### src/hw/rtl/sitoa_pkg.sv
package sitoa_pkg;

	// Field widths fixed by the item format
	localparam int VALUE_W        = 64;
	localparam int CHAR_W         = 8;
	localparam int VALUE_BITS_DEF = 64;

	// Command codes
	localparam logic CMD_DEC = 1'b0;
	localparam logic CMD_HEX = 1'b1;

	// ASCII codes
	localparam logic [CHAR_W-1:0] CHAR_ZERO    = 8'h30;
	localparam logic [CHAR_W-1:0] CHAR_UPPER_A = 8'h41;
	localparam logic [CHAR_W-1:0] CHAR_X       = 8'h78;
	localparam logic [CHAR_W-1:0] CHAR_MINUS   = 8'h2D;

	// Input item
	typedef struct packed {
		logic                      command;
		logic signed [VALUE_W-1:0] value;
	} in_item_t;

	// Result item
	typedef struct packed {
		logic [CHAR_W-1:0] character;
		logic              last;
	} out_item_t;

	// Sequencer states
	typedef enum logic [2:0] {
		ST_IDLE,
		ST_HEX0,
		ST_HEXX,
		ST_CONV,
		ST_SIGN,
		ST_SKIP,
		ST_DIGIT
	} state_t;

	// Map one digit (0 to 15) onto its upper-case ASCII code
	function automatic logic [CHAR_W-1:0] digit_char(input logic [3:0] d);
		logic [CHAR_W-1:0] ch;
		if (d < 4'd10) begin
			ch = CHAR_ZERO + CHAR_W'(d);
		end else begin
			ch = CHAR_UPPER_A + CHAR_W'(d - 4'd10);
		end
		return ch;
	endfunction

endpackage

### src/hw/rtl/signed_int_to_ascii_radix.sv
// Signed integer to ASCII text, decimal or hexadecimal.
// Input: pulse start with item (command, value) while busy is low; the item is
// taken at that edge. Only the low VALUE_BITS bits of value are used, the top
// one of them being the sign. command = CMD_HEX prints "0x" first.
// Output: one character per strobe cycle, most significant digit first, no
// leading zeros, '-' ahead of the digits of a negative number (after "0x" in
// hex). The final character of a number has last set. The receiver cannot
// stall: every strobe cycle is one delivered character.
// The digit register holds max(decimal digits, hex digits) BCD or hex digits
// (20 at VALUE_BITS = 64). Decimal conversion runs the bit-serial
// shift-and-add-3 binary to BCD loop, one magnitude bit a cycle; hex loads
// the magnitude into the digit register directly.
// The digit register is then shifted out one digit a cycle: leading zeros are
// dropped without a strobe, the rest are printed. The first character is
// formed from the sequencer state and leaves through the output register in
// the next cycle.
// Reset clears the sequencer and the strobe; no item is in flight after it.
module signed_int_to_ascii_radix #(
	parameter int VALUE_BITS = sitoa_pkg::VALUE_BITS_DEF
) (
	input  logic                 clk,
	input  logic                 arst_n,
	input  logic                 start,
	output logic                 busy,
	input  sitoa_pkg::in_item_t  item,
	output logic                 strobe,
	output sitoa_pkg::out_item_t result
);

	localparam int DEC_DIGITS = (VALUE_BITS * 3) / 10 + 1;
	localparam int HEX_DIGITS = (VALUE_BITS + 3) / 4;
	localparam int NDIG       = (DEC_DIGITS > HEX_DIGITS) ? DEC_DIGITS : HEX_DIGITS;
	localparam int DW         = 4 * NDIG;
	localparam int CNT_W      = $clog2(NDIG + 1);
	localparam int BIT_W      = $clog2(VALUE_BITS + 1);

	sitoa_pkg::state_t state_q, state_d;

	logic                  hex_q;
	logic                  neg_q;
	logic [VALUE_BITS-1:0] mag_q;
	logic [DW-1:0]         dig_q;
	logic [DW-1:0]         dig_adj;
	logic [BIT_W-1:0]      bits_q;
	logic [CNT_W-1:0]      cnt_q;
	logic [3:0]            top_digit;

	logic [VALUE_BITS-1:0] in_v;
	logic                  in_neg;
	logic [VALUE_BITS-1:0] in_mag;
	logic                  accept;

	logic                  strobe_d;
	sitoa_pkg::out_item_t  result_d;
	logic                  strobe_q;
	sitoa_pkg::out_item_t  result_q;

	// Take the item apart and form its magnitude
	assign accept = start && (state_q == sitoa_pkg::ST_IDLE);
	assign in_v   = item.value[VALUE_BITS-1:0];
	assign in_neg = in_v[VALUE_BITS-1];
	assign in_mag = in_neg ? (~in_v + VALUE_BITS'(1)) : in_v;

	assign top_digit = dig_q[DW-1 -: 4];

	// Add 3 to every BCD digit of 5 or more before the next shift
	always_comb begin
		for (int i = 0; i < NDIG; i++) begin
			if (dig_q[4*i +: 4] >= 4'd5) begin
				dig_adj[4*i +: 4] = dig_q[4*i +: 4] + 4'd3;
			end else begin
				dig_adj[4*i +: 4] = dig_q[4*i +: 4];
			end
		end
	end

	// Next state
	always_comb begin
		state_d = state_q;
		case (state_q)
			sitoa_pkg::ST_IDLE: begin
				if (start) begin
					state_d = (item.command == sitoa_pkg::CMD_HEX) ? sitoa_pkg::ST_HEX0
						: sitoa_pkg::ST_CONV;
				end
			end
			sitoa_pkg::ST_HEX0: begin
				state_d = sitoa_pkg::ST_HEXX;
			end
			sitoa_pkg::ST_HEXX: begin
				state_d = neg_q ? sitoa_pkg::ST_SIGN : sitoa_pkg::ST_SKIP;
			end
			sitoa_pkg::ST_CONV: begin
				if (bits_q == BIT_W'(1)) begin
					state_d = neg_q ? sitoa_pkg::ST_SIGN : sitoa_pkg::ST_SKIP;
				end
			end
			sitoa_pkg::ST_SIGN: begin
				state_d = sitoa_pkg::ST_SKIP;
			end
			sitoa_pkg::ST_SKIP: begin
				if (top_digit != 4'd0 || cnt_q == CNT_W'(1)) begin
					state_d = sitoa_pkg::ST_DIGIT;
				end
			end
			sitoa_pkg::ST_DIGIT: begin
				if (cnt_q == CNT_W'(1)) begin
					state_d = sitoa_pkg::ST_IDLE;
				end
			end
			default: begin
				state_d = sitoa_pkg::ST_IDLE;
			end
		endcase
	end

	// Character for the current state
	always_comb begin
		strobe_d           = 1'b0;
		result_d.character = sitoa_pkg::CHAR_ZERO;
		result_d.last      = 1'b0;
		case (state_q)
			sitoa_pkg::ST_HEX0: begin
				strobe_d = 1'b1;
			end
			sitoa_pkg::ST_HEXX: begin
				strobe_d           = 1'b1;
				result_d.character = sitoa_pkg::CHAR_X;
			end
			sitoa_pkg::ST_SIGN: begin
				strobe_d           = 1'b1;
				result_d.character = sitoa_pkg::CHAR_MINUS;
			end
			sitoa_pkg::ST_DIGIT: begin
				strobe_d           = 1'b1;
				result_d.character = sitoa_pkg::digit_char(top_digit);
				result_d.last      = (cnt_q == CNT_W'(1));
			end
			default: begin
				strobe_d = 1'b0;
			end
		endcase
	end

	// Sequencer and output strobe
	always_ff @(posedge clk or negedge arst_n) begin
		if (!arst_n) begin
			state_q  <= sitoa_pkg::ST_IDLE;
			strobe_q <= 1'b0;
		end else begin
			state_q  <= state_d;
			strobe_q <= strobe_d;
		end
	end

	// Datapath: load, convert, shift digits out
	always_ff @(posedge clk) begin
		result_q <= result_d;
		if (accept) begin
			hex_q  <= (item.command == sitoa_pkg::CMD_HEX);
			neg_q  <= in_neg;
			mag_q  <= in_mag;
			bits_q <= BIT_W'(VALUE_BITS);
			cnt_q  <= CNT_W'(NDIG);
			if (item.command == sitoa_pkg::CMD_HEX) begin
				dig_q <= DW'(in_mag);
			end else begin
				dig_q <= '0;
			end
		end else begin
			case (state_q)
				sitoa_pkg::ST_CONV: begin
					dig_q  <= {dig_adj[DW-2:0], mag_q[VALUE_BITS-1]};
					mag_q  <= mag_q << 1;
					bits_q <= bits_q - BIT_W'(1);
				end
				sitoa_pkg::ST_SKIP: begin
					if (top_digit == 4'd0 && cnt_q != CNT_W'(1)) begin
						dig_q <= dig_q << 4;
						cnt_q <= cnt_q - CNT_W'(1);
					end
				end
				sitoa_pkg::ST_DIGIT: begin
					dig_q <= dig_q << 4;
					cnt_q <= cnt_q - CNT_W'(1);
				end
				default: begin
					dig_q <= dig_q;
				end
			endcase
		end
	end

	assign busy   = (state_q != sitoa_pkg::ST_IDLE);
	assign strobe = strobe_q;
	assign result = result_q;

	// The final character leaves only once the sequencer is back at rest
	a_last_idle: assert property (@(posedge clk) disable iff (!arst_n)
		strobe_q && result_q.last |-> state_q == sitoa_pkg::ST_IDLE)
		else $error("last character while still busy");

	// Digit count never runs out while digits remain to be printed
	a_cnt_live: assert property (@(posedge clk) disable iff (!arst_n)
		state_q == sitoa_pkg::ST_DIGIT || state_q == sitoa_pkg::ST_SKIP |-> cnt_q != '0)
		else $error("digit counter empty during output");

	// Conversion always has bits left to shift
	a_bits_live: assert property (@(posedge clk) disable iff (!arst_n)
		state_q == sitoa_pkg::ST_CONV |-> bits_q != '0)
		else $error("conversion ran past the last bit");

	// Decimal digits stay valid BCD
	a_bcd_digit: assert property (@(posedge clk) disable iff (!arst_n)
		state_q == sitoa_pkg::ST_DIGIT && !hex_q |-> top_digit <= 4'd9)
		else $error("BCD digit out of range");

	// A strobe follows every cycle spent printing a digit
	a_digit_strobe: assert property (@(posedge clk) disable iff (!arst_n)
		state_q == sitoa_pkg::ST_DIGIT |=> strobe_q)
		else $error("digit cycle without strobe");

endmodule
### config.mk
export PLATFORM = sky130hd
export DESIGN_NAME = signed_int_to_ascii_radix
export DESIGN_NICKNAME = d
export VERILOG_FILES = /design/src/hw/rtl/sitoa_pkg.sv /design/src/hw/rtl/signed_int_to_ascii_radix.sv
export SDC_FILE = /design/constraint.sdc
export NUM_CORES = 1
export LEC_CHECK = 0
export BUFFER_PORTS_ARGS = -buffer_cell sky130_fd_sc_hd__buf_4
export CAP_MARGIN = 20
export CORE_MARGIN = 2
export CORE_UTILIZATION = 45
export DETAILED_ROUTE_END_ITERATION = 6
export GPL_ROUTABILITY_DRIVEN = 0
export GPL_TIMING_DRIVEN = 0
export HOLD_SLACK_MARGIN = 0.06
export PLACE_DENSITY_LB_ADDON = 0.15
export RECOVER_POWER = 50
export SYNTH_ARGS = -nofsm -noshare
export SYNTH_HDL_FRONTEND = slang
export SYNTH_SLANG_ARGS = --single-unit
### constraint.sdc
create_clock -name clk -period 3.8 [get_ports clk]
set_input_delay 0.57 -clock clk [delete_from_list [all_inputs] [get_ports clk]]
set_output_delay 0.57 -clock clk [all_outputs]
set_load 0.05 [all_outputs]
# Word level (Yosys, flattened, before mapping)

Cells that the tools add are included.

Flip-flop bits (word level): 170
Input port bits: 68
Output and inout port bits: 11
Logic and storage cells: 125

$add $sub $neg: 26
$lt $le $gt $ge: 21
Equality and inequality tests: 15
Multiplexer cells: 39
Bitwise logic cells: 1
Reduce and logical (&&, ||, !) cells: 14

Operator list:

| kind                                                              | count |
|---|---|
| 2-to-1 mux 64 bit                                                 | 4 |
| one-hot mux 80 bit (3 select lines)                               | 1 |
| 2-to-1 mux 80 bit                                                 | 2 |
| greater-or-equal comparator 4 x 3 -> 1 bit, second input constant | 20 |
| adder 4 x 2 -> 4 bit, second input constant                       | 19 |
| 2-to-1 mux 4 bit                                                  | 19 |
| adder 64 x 1 -> 64 bit, second input constant                     | 1 |
| inverter 64 bit                                                   | 1 |
| one-hot mux 8 bit (3 select lines)                                | 1 |
| one-hot mux 3 bit (7 select lines)                                | 1 |
| 2-to-1 mux 3 bit                                                  | 5 |
| != test 2 bit, second input constant                              | 5 |
| one-hot mux 5 bit (2 select lines)                                | 1 |
| == test 3 bit, second input constant                              | 3 |
| adder 7 x 8 -> 8 bit, first input constant                        | 1 |
| 2-to-1 mux 8 bit                                                  | 1 |
| nonzero test 4 bit                                                | 2 |
| adder 6 x 4 -> 7 bit, first input constant                        | 1 |
| == test 7 x 1 -> 1 bit, second input constant                     | 1 |
| subtractor 7 x 1 -> 7 bit, second input constant                  | 1 |
| == test 3 x 2 -> 1 bit, second input constant                     | 2 |
| == test 5 x 1 -> 1 bit, second input constant                     | 1 |
| 2-to-1 mux 5 bit                                                  | 1 |
| != test 5 x 1 -> 1 bit, second input constant                     | 1 |
| other kinds (17)                                                  | 21 |

# Depth between registers and ports, before layout

Gate-level depths: netlist of run 1.

Word-level depth: 5
Gate-level depth with buffers: 9

# Worst setup path after synthesis of run 1

OpenSTA, ideal clock, no wires.

Path kind: reg-to-reg
From: register state_q[1]
To: register dig_q[0] (enable)
Arrival: 3.228 ns
Data required time: 3.355 ns
Setup slack: 0.127 ns
Cell stages (with the launch flop): 7
Path buffers: 2
Period minus slack after synthesis: 3.673 ns
Path through: dfrtp_1 > clkbuf_1 > nor3_1 > nand2_1 > inv_2 > clkbuf_1 > o22a_1

Longest elaborated chain between the ends: 4

RTL lines:

| item                                                                        | RTL line                         | text |
|---|---|---|
| start, declared                                                             | signed_int_to_ascii_radix.sv:37  | `sitoa_pkg::state_t state_q, state_d;` |
| start signal, assigned                                                      | signed_int_to_ascii_radix.sv:148 | `state_q <= sitoa_pkg::ST_IDLE;` |
| start signal, assigned                                                      | signed_int_to_ascii_radix.sv:151 | `state_q <= state_d;` |
| zero test 3 bit                                                             | signed_int_to_ascii_radix.sv:59  | `assign accept = start && (state_q == sitoa_pkg::ST_IDLE);` |
| logical AND 1 bit                                                           | signed_int_to_ascii_radix.sv:59  |  |
| != test 3 bit (no source line) / nonzero test 4 bit (equally long branches) | n/a                              |  |
| AND reduction 2 bit (no source line) (*)                                    | n/a                              |  |
| end signal, assigned                                                        | signed_int_to_ascii_radix.sv:166 | `dig_q <= DW'(in_mag);` |
| end signal, assigned                                                        | signed_int_to_ascii_radix.sv:173 | `dig_q <= {dig_adj[DW-2:0], mag_q[VALUE_BITS-1]};` |
| end signal, assigned                                                        | signed_int_to_ascii_radix.sv:179 | `dig_q <= dig_q << 4;` |
| end, declared                                                               | signed_int_to_ascii_radix.sv:42  | `logic [DW-1:0] dig_q;` |

Every way passes the cells marked *; elsewhere a longest branch is shown, timed or not.
A chain may end at the register's enable or synchronous reset.

# Final worst setup path of run 1

From: input port item[0] in the netlist's numbering
To: register dig_q[48], data pin

Longest elaborated chain between the ends: 5

RTL lines:

| item                   | RTL line                         | text |
|---|---|---|
| start, declared        | signed_int_to_ascii_radix.sv:25  | `input sitoa_pkg::in_item_t item,` |
| inverter 64 bit        | signed_int_to_ascii_radix.sv:62  | `assign in_mag = in_neg ? (~in_v + VALUE_BITS'(1)) : in_v;` |
| adder 64 x 1 -> 64 bit | signed_int_to_ascii_radix.sv:62  |  |
| 2-to-1 mux 64 bit      | signed_int_to_ascii_radix.sv:62  |  |
| 2-to-1 mux 64 bit      | signed_int_to_ascii_radix.sv:165 | `if (item.command == sitoa_pkg::CMD_HEX) begin` |
| 2-to-1 mux 80 bit      | signed_int_to_ascii_radix.sv:159 | `if (accept) begin` |

No other way between the ends.

==> impl_metrics.toml, run 1 <==
[cts]
post_cts.repair.setup_buffers = 0
cts_tree = "yes"
clk_pin_slew_ns = 0.07
clockBufferDepth = 2
cts.sinks = 169
cts-htree-levels = 4
clock_latency_ns = 0.44
cts-root-buf = "clkbuf_16"
cts_inserted_buffers = 17

[finish]
drive_above_1_share = 0.08696
multi_input_area_um2 = 5772
fin_area_um2 = 12650
areaGrowthSynthToFinish_pct = 14.30
layout.cells.non_filler = 1658
fillCellCount = 2289
regArea_um2 = 4855
diodes = 0
layout.nets = 1438

[timing]
slew_viol_final = 0
clock.fmax_ghz = 0.2683
slew_headroom = 0.3389
rsz0062_at_grt = "false"
tns_ns = 0
hold_viol = 0
timing.hold.ws_ns = 0.4699
tightest_slew_ns = 0.9825
post-route-period-util = 0.9808
setup_ws_ns = 0.07297
setup_viol = 0
skew_ns = 0.007307
fin_crit_ns = 3.727

[critical_path]
worstPathArrival_ns = 3.89
r2r-end = "dig_q[9]"
startpoint_type = "primary input"
r2r_slack_ns = 0.18
crit_path_start = "item[0]"
critPathCapture = "dig_q[48]"
cp_max_fo = 5
crit_required_ns = 3.97
cp_slowest_cell = "or4b_2"
end_kind = "register"
reg2reg_depth = 7
slowest_delay_ns = 0.67
worstSetupPathDepth = 9
critical_path.cell_chain = "clkbuf_1 > inv_1 > ha_1 > or4b_2 > or3_2 > or4_1 > o31ai_1 > xor2_1 > o32ai_1"
crit_type = "in2reg"
timing.rr.start = "state_q[1]"
crit_buf_inv = 2
worst_path_dominant_cell_family = "simple AND/OR/NAND/NOR gates"

[logic_synthesis]
yosysSeqAreaShare = 0.4385
ys_seq_elements = 169
synth_cell_types = 61
synthFlopType = "edfxtp_1"
yosysWarnings = 0
synth_edf_count = 145
synth.cell_area_um2 = 11070
async_reset_ff_frac = 0.02367
avgSynthCellArea_um2 = 9.045
syn-num-nets = 1341
synthCells = 1224

[floorplan]
pin_count = 79
die_y_um = 160.9
dieWidth_um = 160.9
core-area_um2 = 24250
die-area_um2 = 25870
start_util = 0.4566
rows = 57

[placement]
place_area_um2 = 12090
place_hpwl_um = 24420
place_ws_ns = -0.2803
numPortBuffers = 76
dp.cells = 1625

[routing]
drc = 0
dr_total_vias = 9951
drt-wirelength-per-cell_um = 20.64
viasPerCell = 6.002
antenna_violating_nets_post_route = 0
routed_wirelength_um = 34220
dr.pass1.iters = 5
drt_iter0_markers = 1168

[global_route]
grt_usage = 0.2654
grt_pass1_wl_um = 53140
grt_overflow = 0
grt_pass1_vias = 9558
antenna_found_initial = 0
grt_max_degree = 65

[pwr]
p_int_mw = 6.791
leakagePower_nw = 4.740
irDropWorstVdd_mv = 0.4018
net-switching-power_mw = 5.301
power.density_nw_per_um2 = 955.6
power_frac_comb = 0.499
power.share.sequential = 0.348
power_frac_clock = 0.153
switching_share = 0.4384

[min_path]
hold_path_class = "reg2reg"

[run]
drv_cap = 0

[status]
outcome = "finished, final reports clean"
sequential cells by signal, indices dropped and copies added (netlist names):
name     count
state_q      3
bits_q       7
strobe       1
result       8
cnt_q        5
dig_q       80
mag_q       64
neg_q        1
synthesized netlist by cell type, types with 2 or more instances:
cell | instances | area (µm²)
nor3b_1 | 7 | 52.55
edfxtp_1 | 145 | 4354
nand3b_1 | 3 | 22.52
a22oi_1 | 2 | 15.01
a21o_1 | 3 | 22.52
nor2b_1 | 9 | 56.30
or4_4 | 2 | 22.52
mux2_2 | 5 | 56.30
nand3_1 | 15 | 75.07
inv_1 | 55 | 206.5
or3_1 | 15 | 93.84
ha_1 | 49 | 613.1
or4_1 | 18 | 135.1
o21ai_0 | 124 | 620.6
and3_1 | 2 | 12.51
o311ai_0 | 2 | 17.52
xor2_1 | 61 | 534.3
nor3_1 | 26 | 130.1
dfrtp_1 | 4 | 100.1
clkbuf_1 | 54 | 202.7
buf_1 | 8 | 30.03
or2_2 | 2 | 12.51
o41ai_1 | 11 | 96.34
or4b_2 | 5 | 50.05
a21oi_1 | 87 | 435.4
nor4_1 | 14 | 87.58
nand2_1 | 176 | 660.6
o211ai_1 | 10 | 75.07
o31a_1 | 2 | 17.52
a211oi_1 | 13 | 97.59
mux2i_1 | 9 | 90.09
o32ai_1 | 5 | 43.79
a2bb2oi_1 | 7 | 61.31
or3_2 | 4 | 30.03
o22ai_1 | 48 | 300.3
nor2_1 | 76 | 285.3
nand4b_1 | 6 | 52.55
a31oi_1 | 6 | 37.54
nand2b_1 | 28 | 175.2
o31ai_1 | 27 | 202.7
dfxtp_1 | 20 | 400.4
a22o_1 | 2 | 17.52
nand4_1 | 7 | 43.79
xnor2_1 | 33 | 289.0
power by group through the flow:
stage | clock network (mW) | registers (mW) | logic, mW
2_1_floorplan | 0 | 4.17 | 4.27
3_3_place_gp | 0 | 4.25 | 5.71
3_5_place_dp | 0 | 4.22 | 5.97
4_1_cts | 1.85 | 4.19 | 6.03
5_1_grt | 1.92 | 4.32 | 6.75
6_report | 1.85 | 4.21 | 6.04
kinds of logic (layout without fill, tap and decap cells):
logic type / Yosys count / in the layout / synth area share
AO/OA/AOI/OAI: 356 / 356 / 0.1912
XOR/XNOR: 94 / 94 / 0.07437
adder cells (fa/ha/maj): 49 / 49 / 0.05538
buffers and inverters: 121 / 231 / 0.04204
flip-flops: 169 / 169 / 0.4385
multiplexers: 14 / 14 / 0.01322
other: 1 / 1 / 0.0003387
AND/OR/NAND/NOR: 420 / 420 / 0.1849
worst min-delay path by stage:
stage          startpoint          to  slack [ns]  cells past startpoint
6_report         cnt_q[4]    cnt_q[4]        0.47                      1
5_1_grt          cnt_q[4]    cnt_q[4]        0.48                      1
4_1_cts          item[63]       neg_q        0.36                      1
3_5_place_dp       arst_n  state_q[2]        0.37                      1
3_3_place_gp       arst_n  state_q[2]        0.37                      1
2_1_floorplan      arst_n  state_q[0]        0.27                      0
layer usage:
layer  track usage  part of all wire  vias up
li1              -                 -     4686
met1        0.3579              0.43     4770
met2        0.4268              0.46      426
met3       0.04106             0.073       69
met4        0.1124             0.034        0
met5             0                 0        -
layout make-up:
class / count / share of cell area
clock buffers: 19 / 0.03421
multi-input cells: 934 / 0.4561
repair buffers: 78 / 0.04390
clock inverters: 13 / 0.01315
well taps: 324 / 0.03204
flip-flops and latches: 169 / 0.3837
plain buffers: 64 / 0.01997
inverters: 57 / 0.01691
timing repair:
action                                  CTS  global route
gates resized for setup                   1             3
endpoints found under the setup margin   17            66
cloned                                    0             0
hold buffers                              1             0
endpoints found under the hold margin     4             0
per-stage QoR:
stage | power, mW | utilization
2_1_floorplan | 8.442 | -
3_3_place_gp | 9.962 | 0.4968
3_5_place_dp | 10.19 | 0.4986
4_1_cts | 12.06 | 0.5241
5_1_grt | 12.99 | 0.5218
6_report | 12.09 | 0.5218
cells in the final DEF, fill, tap and decap left out, types with 6 or more instances in the layout:
cell type,count
a211oi_1,13
a21oi_1,87
a2bb2oi_1,7
a31oi_1,6
buf_4,63
clkbuf_1,73
clkbuf_16,17
dfxtp_1,20
edfxtp_1,145
ha_1,49
inv_1,55
mux2i_1,9
nand2_1,175
nand2b_1,28
nand3_1,15
nand4_1,7
nand4b_1,6
nor2_1,76
nor2b_1,9
nor3_1,26
nor3b_1,7
nor4_1,14
o211ai_1,10
o21ai_0,125
o22ai_1,48
o31ai_1,27
o41ai_1,10
or3_1,15
or4_1,20
xnor2_1,33
xor2_1,61
(Power assumes the default switching activity.)
==> inputs of run 2 (changes only) <==
Settings changed: CELL_PAD_IN_SITES_DETAIL_PLACEMENT set to 0, CELL_PAD_IN_SITES_GLOBAL_PLACEMENT set to 1, CORE_UTILIZATION 45 to 43.
==> run 2 against run 1 <==
Effect of this change: sequential share of layout area grew 0.16 points; clock-buffer cell count grew 3; register-to-register slack gained 0.04 ns; global-route usage shrank 0.054 points; critical path type unchanged; highest routed layer is now met5.
==> impl_metrics.toml, run 2 (synthesis results as in run 1) <==
[floorplan]
core-area_um2 = 25250
dieWidth_um = 164.5
pin_count = 79
start_util = 0.4384
rows = 58
die_y_um = 164.5
die-area_um2 = 27050

[timing]
post-route-period-util = 0.9605
fin_crit_ns = 3.650
clock.fmax_ghz = 0.2740
tightest_slew_ns = 1.026
slew_viol_final = 0
skew_ns = 0.01261
setup_viol = 0
rsz0062_at_grt = "false"
slew_headroom = 0.3097
hold_viol = 0

[routing]
drt-wirelength-per-cell_um = 21.01
drc = 0
drt_iter0_markers = 928
antenna_violating_nets_post_route = 0
dr_total_vias = 9861
dr.pass1.iters = 6
routed_wirelength_um = 34940
viasPerCell = 5.930

[global_route]
grt_max_degree = 65
grt_overflow = 0
antenna_found_initial = 1
grt_usage = 0.2649
grt_pass1_vias = 9447
grt_pass1_wl_um = 54300

[finish]
layout.nets = 1437
fin_area_um2 = 12600
layout.cells.non_filler = 1663
diodes = 0
areaGrowthSynthToFinish_pct = 13.83
regArea_um2 = 4855
largest_reg_flops = 80
fin_util = 0.4990
fillCellCount = 2455
drive_above_1_share = 0.08777
largest-register = "dig_q"
mostFrequentLayoutCells = "nand2_1 (175), edfxtp_1 (145), o21ai_0 (124), a21oi_1 (87), nor2_1 (76)"
multi_input_area_um2 = 5753
final_common_cell = "nand2_1"

[critical_path]
end_kind = "register"
crit_type = "in2reg"
cp_max_fo = 5
crit_required_ns = 3.94
critical_path.cell_chain = "buf_4 > inv_1 > ha_1 > or4b_2 > or3_2 > or4_1 > o31ai_2 > xor2_1 > o32ai_1"
slowest_delay_ns = 0.68
cp_slowest_cell = "or4b_2"
startpoint_type = "primary input"
worstPathArrival_ns = 3.79

[placement]
place_hpwl_um = 25180
place_area_um2 = 12100
numPortBuffers = 76
dp.cells = 1631

[cts]
clock_latency_ns = 0.44
cts_tree = "yes"
cts_inserted_buffers = 17
cts.sinks = 169
cts-root-buf = "clkbuf_16"
cts-htree-levels = 4
clockBufferDepth = 2
clk_pin_slew_ns = 0.07

[pwr]
irDropWorstVdd_mv = 0.4302
leakagePower_nw = 4.718
power.density_nw_per_um2 = 948.5

[run]
drv_cap = 0

[min_path]
hold_path_class = "reg2reg"

[status]
outcome = "finished, final reports clean"
==> run 2: cell types whose count changed in the layout (fill, tap and decap cells not counted), sizes merged <==
cell | before | now
bufinv | 3 | 0
clkbuf | 91 | 93
clkinv | 4 | 5
inv | 61 | 60
==> run 2: where the power goes <==
part | leakage, nW | switching (mW) | internal [mW]
Sequential | 1.59 | 0.712 | 3.51
Clock | 0.276 | 0.813 | 0.920
Combinational | 2.86 | 3.77 | 2.23
Total | 4.72 | 5.30 | 6.65
==> run 2: final cells by class <==
class                           instances  area share
Inverter                               57     0.01698
Multi-Input combinational cell        934      0.4565
Clock buffer                           22     0.03842
Sequential cell                       169      0.3852
Tap cell                              330     0.03276
Buffer                                 63     0.01976
Timing Repair Buffer                   78     0.04378
Clock inverter                         10    0.006553
==> run 2: stage by stage <==
step | TNS (ns) | setup slack (ns) | hold slack, ns | power (mW)
5_1_grt | 0 | 0.0004632 | 0.4961 | 12.94
2_1_floorplan | 0 | 0.1268 | 0.2744 | 8.442
3_3_place_gp | -259.77 | -2.048 | 0.3664 | 10.04
6_report | 0 | 0.1502 | 0.4769 | 11.95
4_1_cts | 0 | 0.08091 | 0.3588 | 11.98
3_5_place_dp | -1.292 | -0.3138 | 0.3687 | 10.22
==> run 2: path summary, 6_finish.rpt <==
path	startpoint	endpoint	slack, ns	cells after the start
max in group asynchronous	arst_n	state_q[1]	3.13	2
min in group asynchronous	arst_n	state_q[2]	0.49	2
min reg2reg	cnt_q[4]	cnt_q[4]	0.48	1
max	item[0]	dig_q[48]	0.15	9
max reg2reg	state_q[0]	mag_q[10]	0.22	6
min	cnt_q[4]	cnt_q[4]	0.48	1
==> run 2: repair_timing <==
action / CTS / global route
setup endpoints to repair: 4 / 51
buffers inserted: 0 / 0
hold buffers: 1 / 0
hold endpoints to repair: 4 / 0
gates resized for setup: 1 / 1
==> run 2: worst max-delay path, delay by kind of cell <==
kind                     cells  cell delay [ns]
adder cells (fa/ha/maj)      1             0.26
AND/OR/NAND/NOR              3             1.92
XOR/XNOR                     1             0.32
buffers and inverters        2             0.26
AO/OA/AOI/OAI                2             0.46
==> run 2: metal layers <==
| metal | vias to the layer above | global-route usage | part of all wire |
|---|---|---|---|
| met5 | - | 0 | 0.00037 |
| met4 | 2 | 0.08340 | 0.024 |
| met3 | 54 | 0.03867 | 0.056 |
| met2 | 356 | 0.4312 | 0.47 |
| met1 | 4775 | 0.3653 | 0.45 |
| li1 | 4674 | - | - |
==> inputs of run 3 (changes only) <==
Settings changed: BUFFER_PORTS_ARGS -buffer_cell sky130_fd_sc_hd__buf_4 to unset, CORE_UTILIZATION 43 to 45, DONT_BUFFER_PORTS set to 1, PLACE_DENSITY_LB_ADDON 0.15 to 0.1.
==> run 3 against run 2 <==
Effect of this change: critical path depth down 1; routed wire length down 1.3%; flip-flop and latch count unchanged; die area down 4.3%; non-clock buffer count down 76; clock-buffer cell count down 2; maximum frequency down 0.13%; via count down 3.4%; cell area down 3.8%; worst setup slack worse by 0.0048 ns; critical endpoint unchanged; largest cell class unchanged.
==> impl_metrics.toml, run 3 (synthesis results as in run 1) <==
[routing]
drc = 0
dr.pass1.iters = 5
drt_iter0_markers = 1013
dr_total_vias = 9522
routed_wirelength_um = 34480
viasPerCell = 6.023
drt-wirelength-per-cell_um = 21.81
antenna_violating_nets_post_route = 0

[timing]
clock.fmax_ghz = 0.2736
slew_headroom = 0.3318
tns_ns = 0
tightest_slew_ns = 1.002
hold_viol = 0
setup_ws_ns = 0.1454
setup_viol = 0
rsz0062_at_grt = "false"
timing.hold.ws_ns = 0.2256
slew_viol_final = 0
skew_ns = 0.01438
fin_crit_ns = 3.655
post-route-period-util = 0.9617

[global_route]
antenna_found_initial = 0
grt_usage = 0.2718
grt_overflow = 0
grt_pass1_vias = 9222
grt_pass1_wl_um = 53810
grt_max_degree = 65

[critical_path]
reg2reg_depth = 6
r2r-end = "dig_q[26]"
startpoint_type = "primary input"
end_kind = "register"
r2r_slack_ns = 0.33
crit_required_ns = 3.96
worstPathArrival_ns = 3.81
cp_max_fo = 5
timing.rr.start = "state_q[0]"
crit_type = "in2reg"

[cts]
cts_inserted_buffers = 17
cts.sinks = 169
post_cts.repair.setup_buffers = 0
clockBufferDepth = 2
cts-root-buf = "clkbuf_16"
cts-htree-levels = 4
clk_pin_slew_ns = 0.07
clock_latency_ns = 0.45
cts_tree = "yes"

[placement]
numPortBuffers = 0
place_ws_ns = -0.2726
place_area_um2 = 11520
place_hpwl_um = 25200

[run]
drv_cap = 0

[floorplan]
die-area_um2 = 25870
die_y_um = 160.9
rows = 57
core-area_um2 = 24250
pin_count = 79
start_util = 0.4566
dieWidth_um = 160.9

[finish]
layout.nets = 1361
areaGrowthSynthToFinish_pct = 9.528
drive_above_1_share = 0.04296
fin_util = 0.5001
fillCellCount = 2348
fin_area_um2 = 12130
final_common_cell = "nand2_1"
largest-register = "dig_q"
diodes = 0
largest_reg_flops = 80
mostFrequentLayoutCells = "nand2_1 (175), edfxtp_1 (145), o21ai_0 (125), a21oi_1 (87), nor2_1 (76)"

[pwr]
net-switching-power_mw = 5.251
irDropWorstVdd_mv = 0.5288
leakagePower_nw = 4.437
power.share.sequential = 0.363
power_frac_comb = 0.483
switching_share = 0.4404
power_frac_clock = 0.155
p_int_mw = 6.671
power.density_nw_per_um2 = 983.2

[status]
outcome = "finished, final reports clean"

[min_path]
hold_path_class = "in2reg"
holdPathStages = 0
min_from = "item[63]"
whs_endpoint = "neg_q"
-- run 3: changes by cell type in the layout (fill, tap and decap cells not counted), moves of 3 or more --
cell and delta:
clkbuf_1 -16, clkbuf_16 +3, clkbuf_8 -4, buf_4 -61, clkinv_4 -4, inv_6 +6
-- run 3: routing by layer --
metal / vias up / wire (µm) / track usage
met1: 4643 / 15050 / 0.3594
met5: - / 0 / 0
met3: 40 / 2286 / 0.05966
li1: 4522 / - / -
met4: 0 / 590 / 0.07630
met2: 317 / 16560 / 0.4506
-- run 3: metrics by stage --
stage                     total power [mW]  instances
final                                11.92       1581
after detailed placement             10.06       1549
after CTS                            11.93       1582
after global placement               9.881       1548
after global routing                 12.93       1581
after floorplan                      8.442       1224
-- run 3: worst max path at each step --
stage               depth (start not counted)  slack, ns         to       start
floorplan                                   6       0.13   dig_q[0]  state_q[1]
global placement                            6      -1.98  dig_q[17]  state_q[0]
detailed placement                          8      -0.27  dig_q[48]     item[0]
CTS                                         7       0.17  dig_q[36]  state_q[0]
global route                                7       0.09  dig_q[61]     item[4]
finish                                      8       0.15  dig_q[48]     item[0]
-- run 3: repair_timing --
action | in CTS | in global routing
endpoints found under the hold margin | 4 | 0
setup endpoints to repair | 64 | 81
gates cloned | 0 | 0
pin swaps | 0 | 0
hold buffers | 1 | 0
gates resized for setup | 1 | 1
-- run 3: layout make-up --
class	instances	area, µm²	share of cell area
Multi-Input combinational cell	934	5764	0.4754
Sequential cell	169	4855	0.4004
Clock buffer	20	500.5	0.04128
Tap cell	324	405.4	0.03343
Buffer	63	241.5	0.01992
Inverter	57	214.0	0.01765
Clock inverter	12	107.6	0.008874
Timing Repair Buffer	2	37.54	0.003096
-- run 3: worst max-delay path, cell delays in order --
cell	delay [ns]
inv_1	0.14
ha_1	0.29
or4b_2	0.68
or3_2	0.55
or4_1	0.71
o31ai_1	0.39
xor2_1	0.33
o32ai_1	0.15
-- run 3: power by group through the flow --
stage | logic, mW | clock network (mW) | registers [mW]
2_1_floorplan | 4.27 | 0 | 4.17
3_3_place_gp | 5.50 | 0 | 4.39
3_5_place_dp | 5.71 | 0 | 4.35
4_1_cts | 5.76 | 1.86 | 4.31
5_1_grt | 6.55 | 1.92 | 4.45
6_report | 5.75 | 1.84 | 4.33
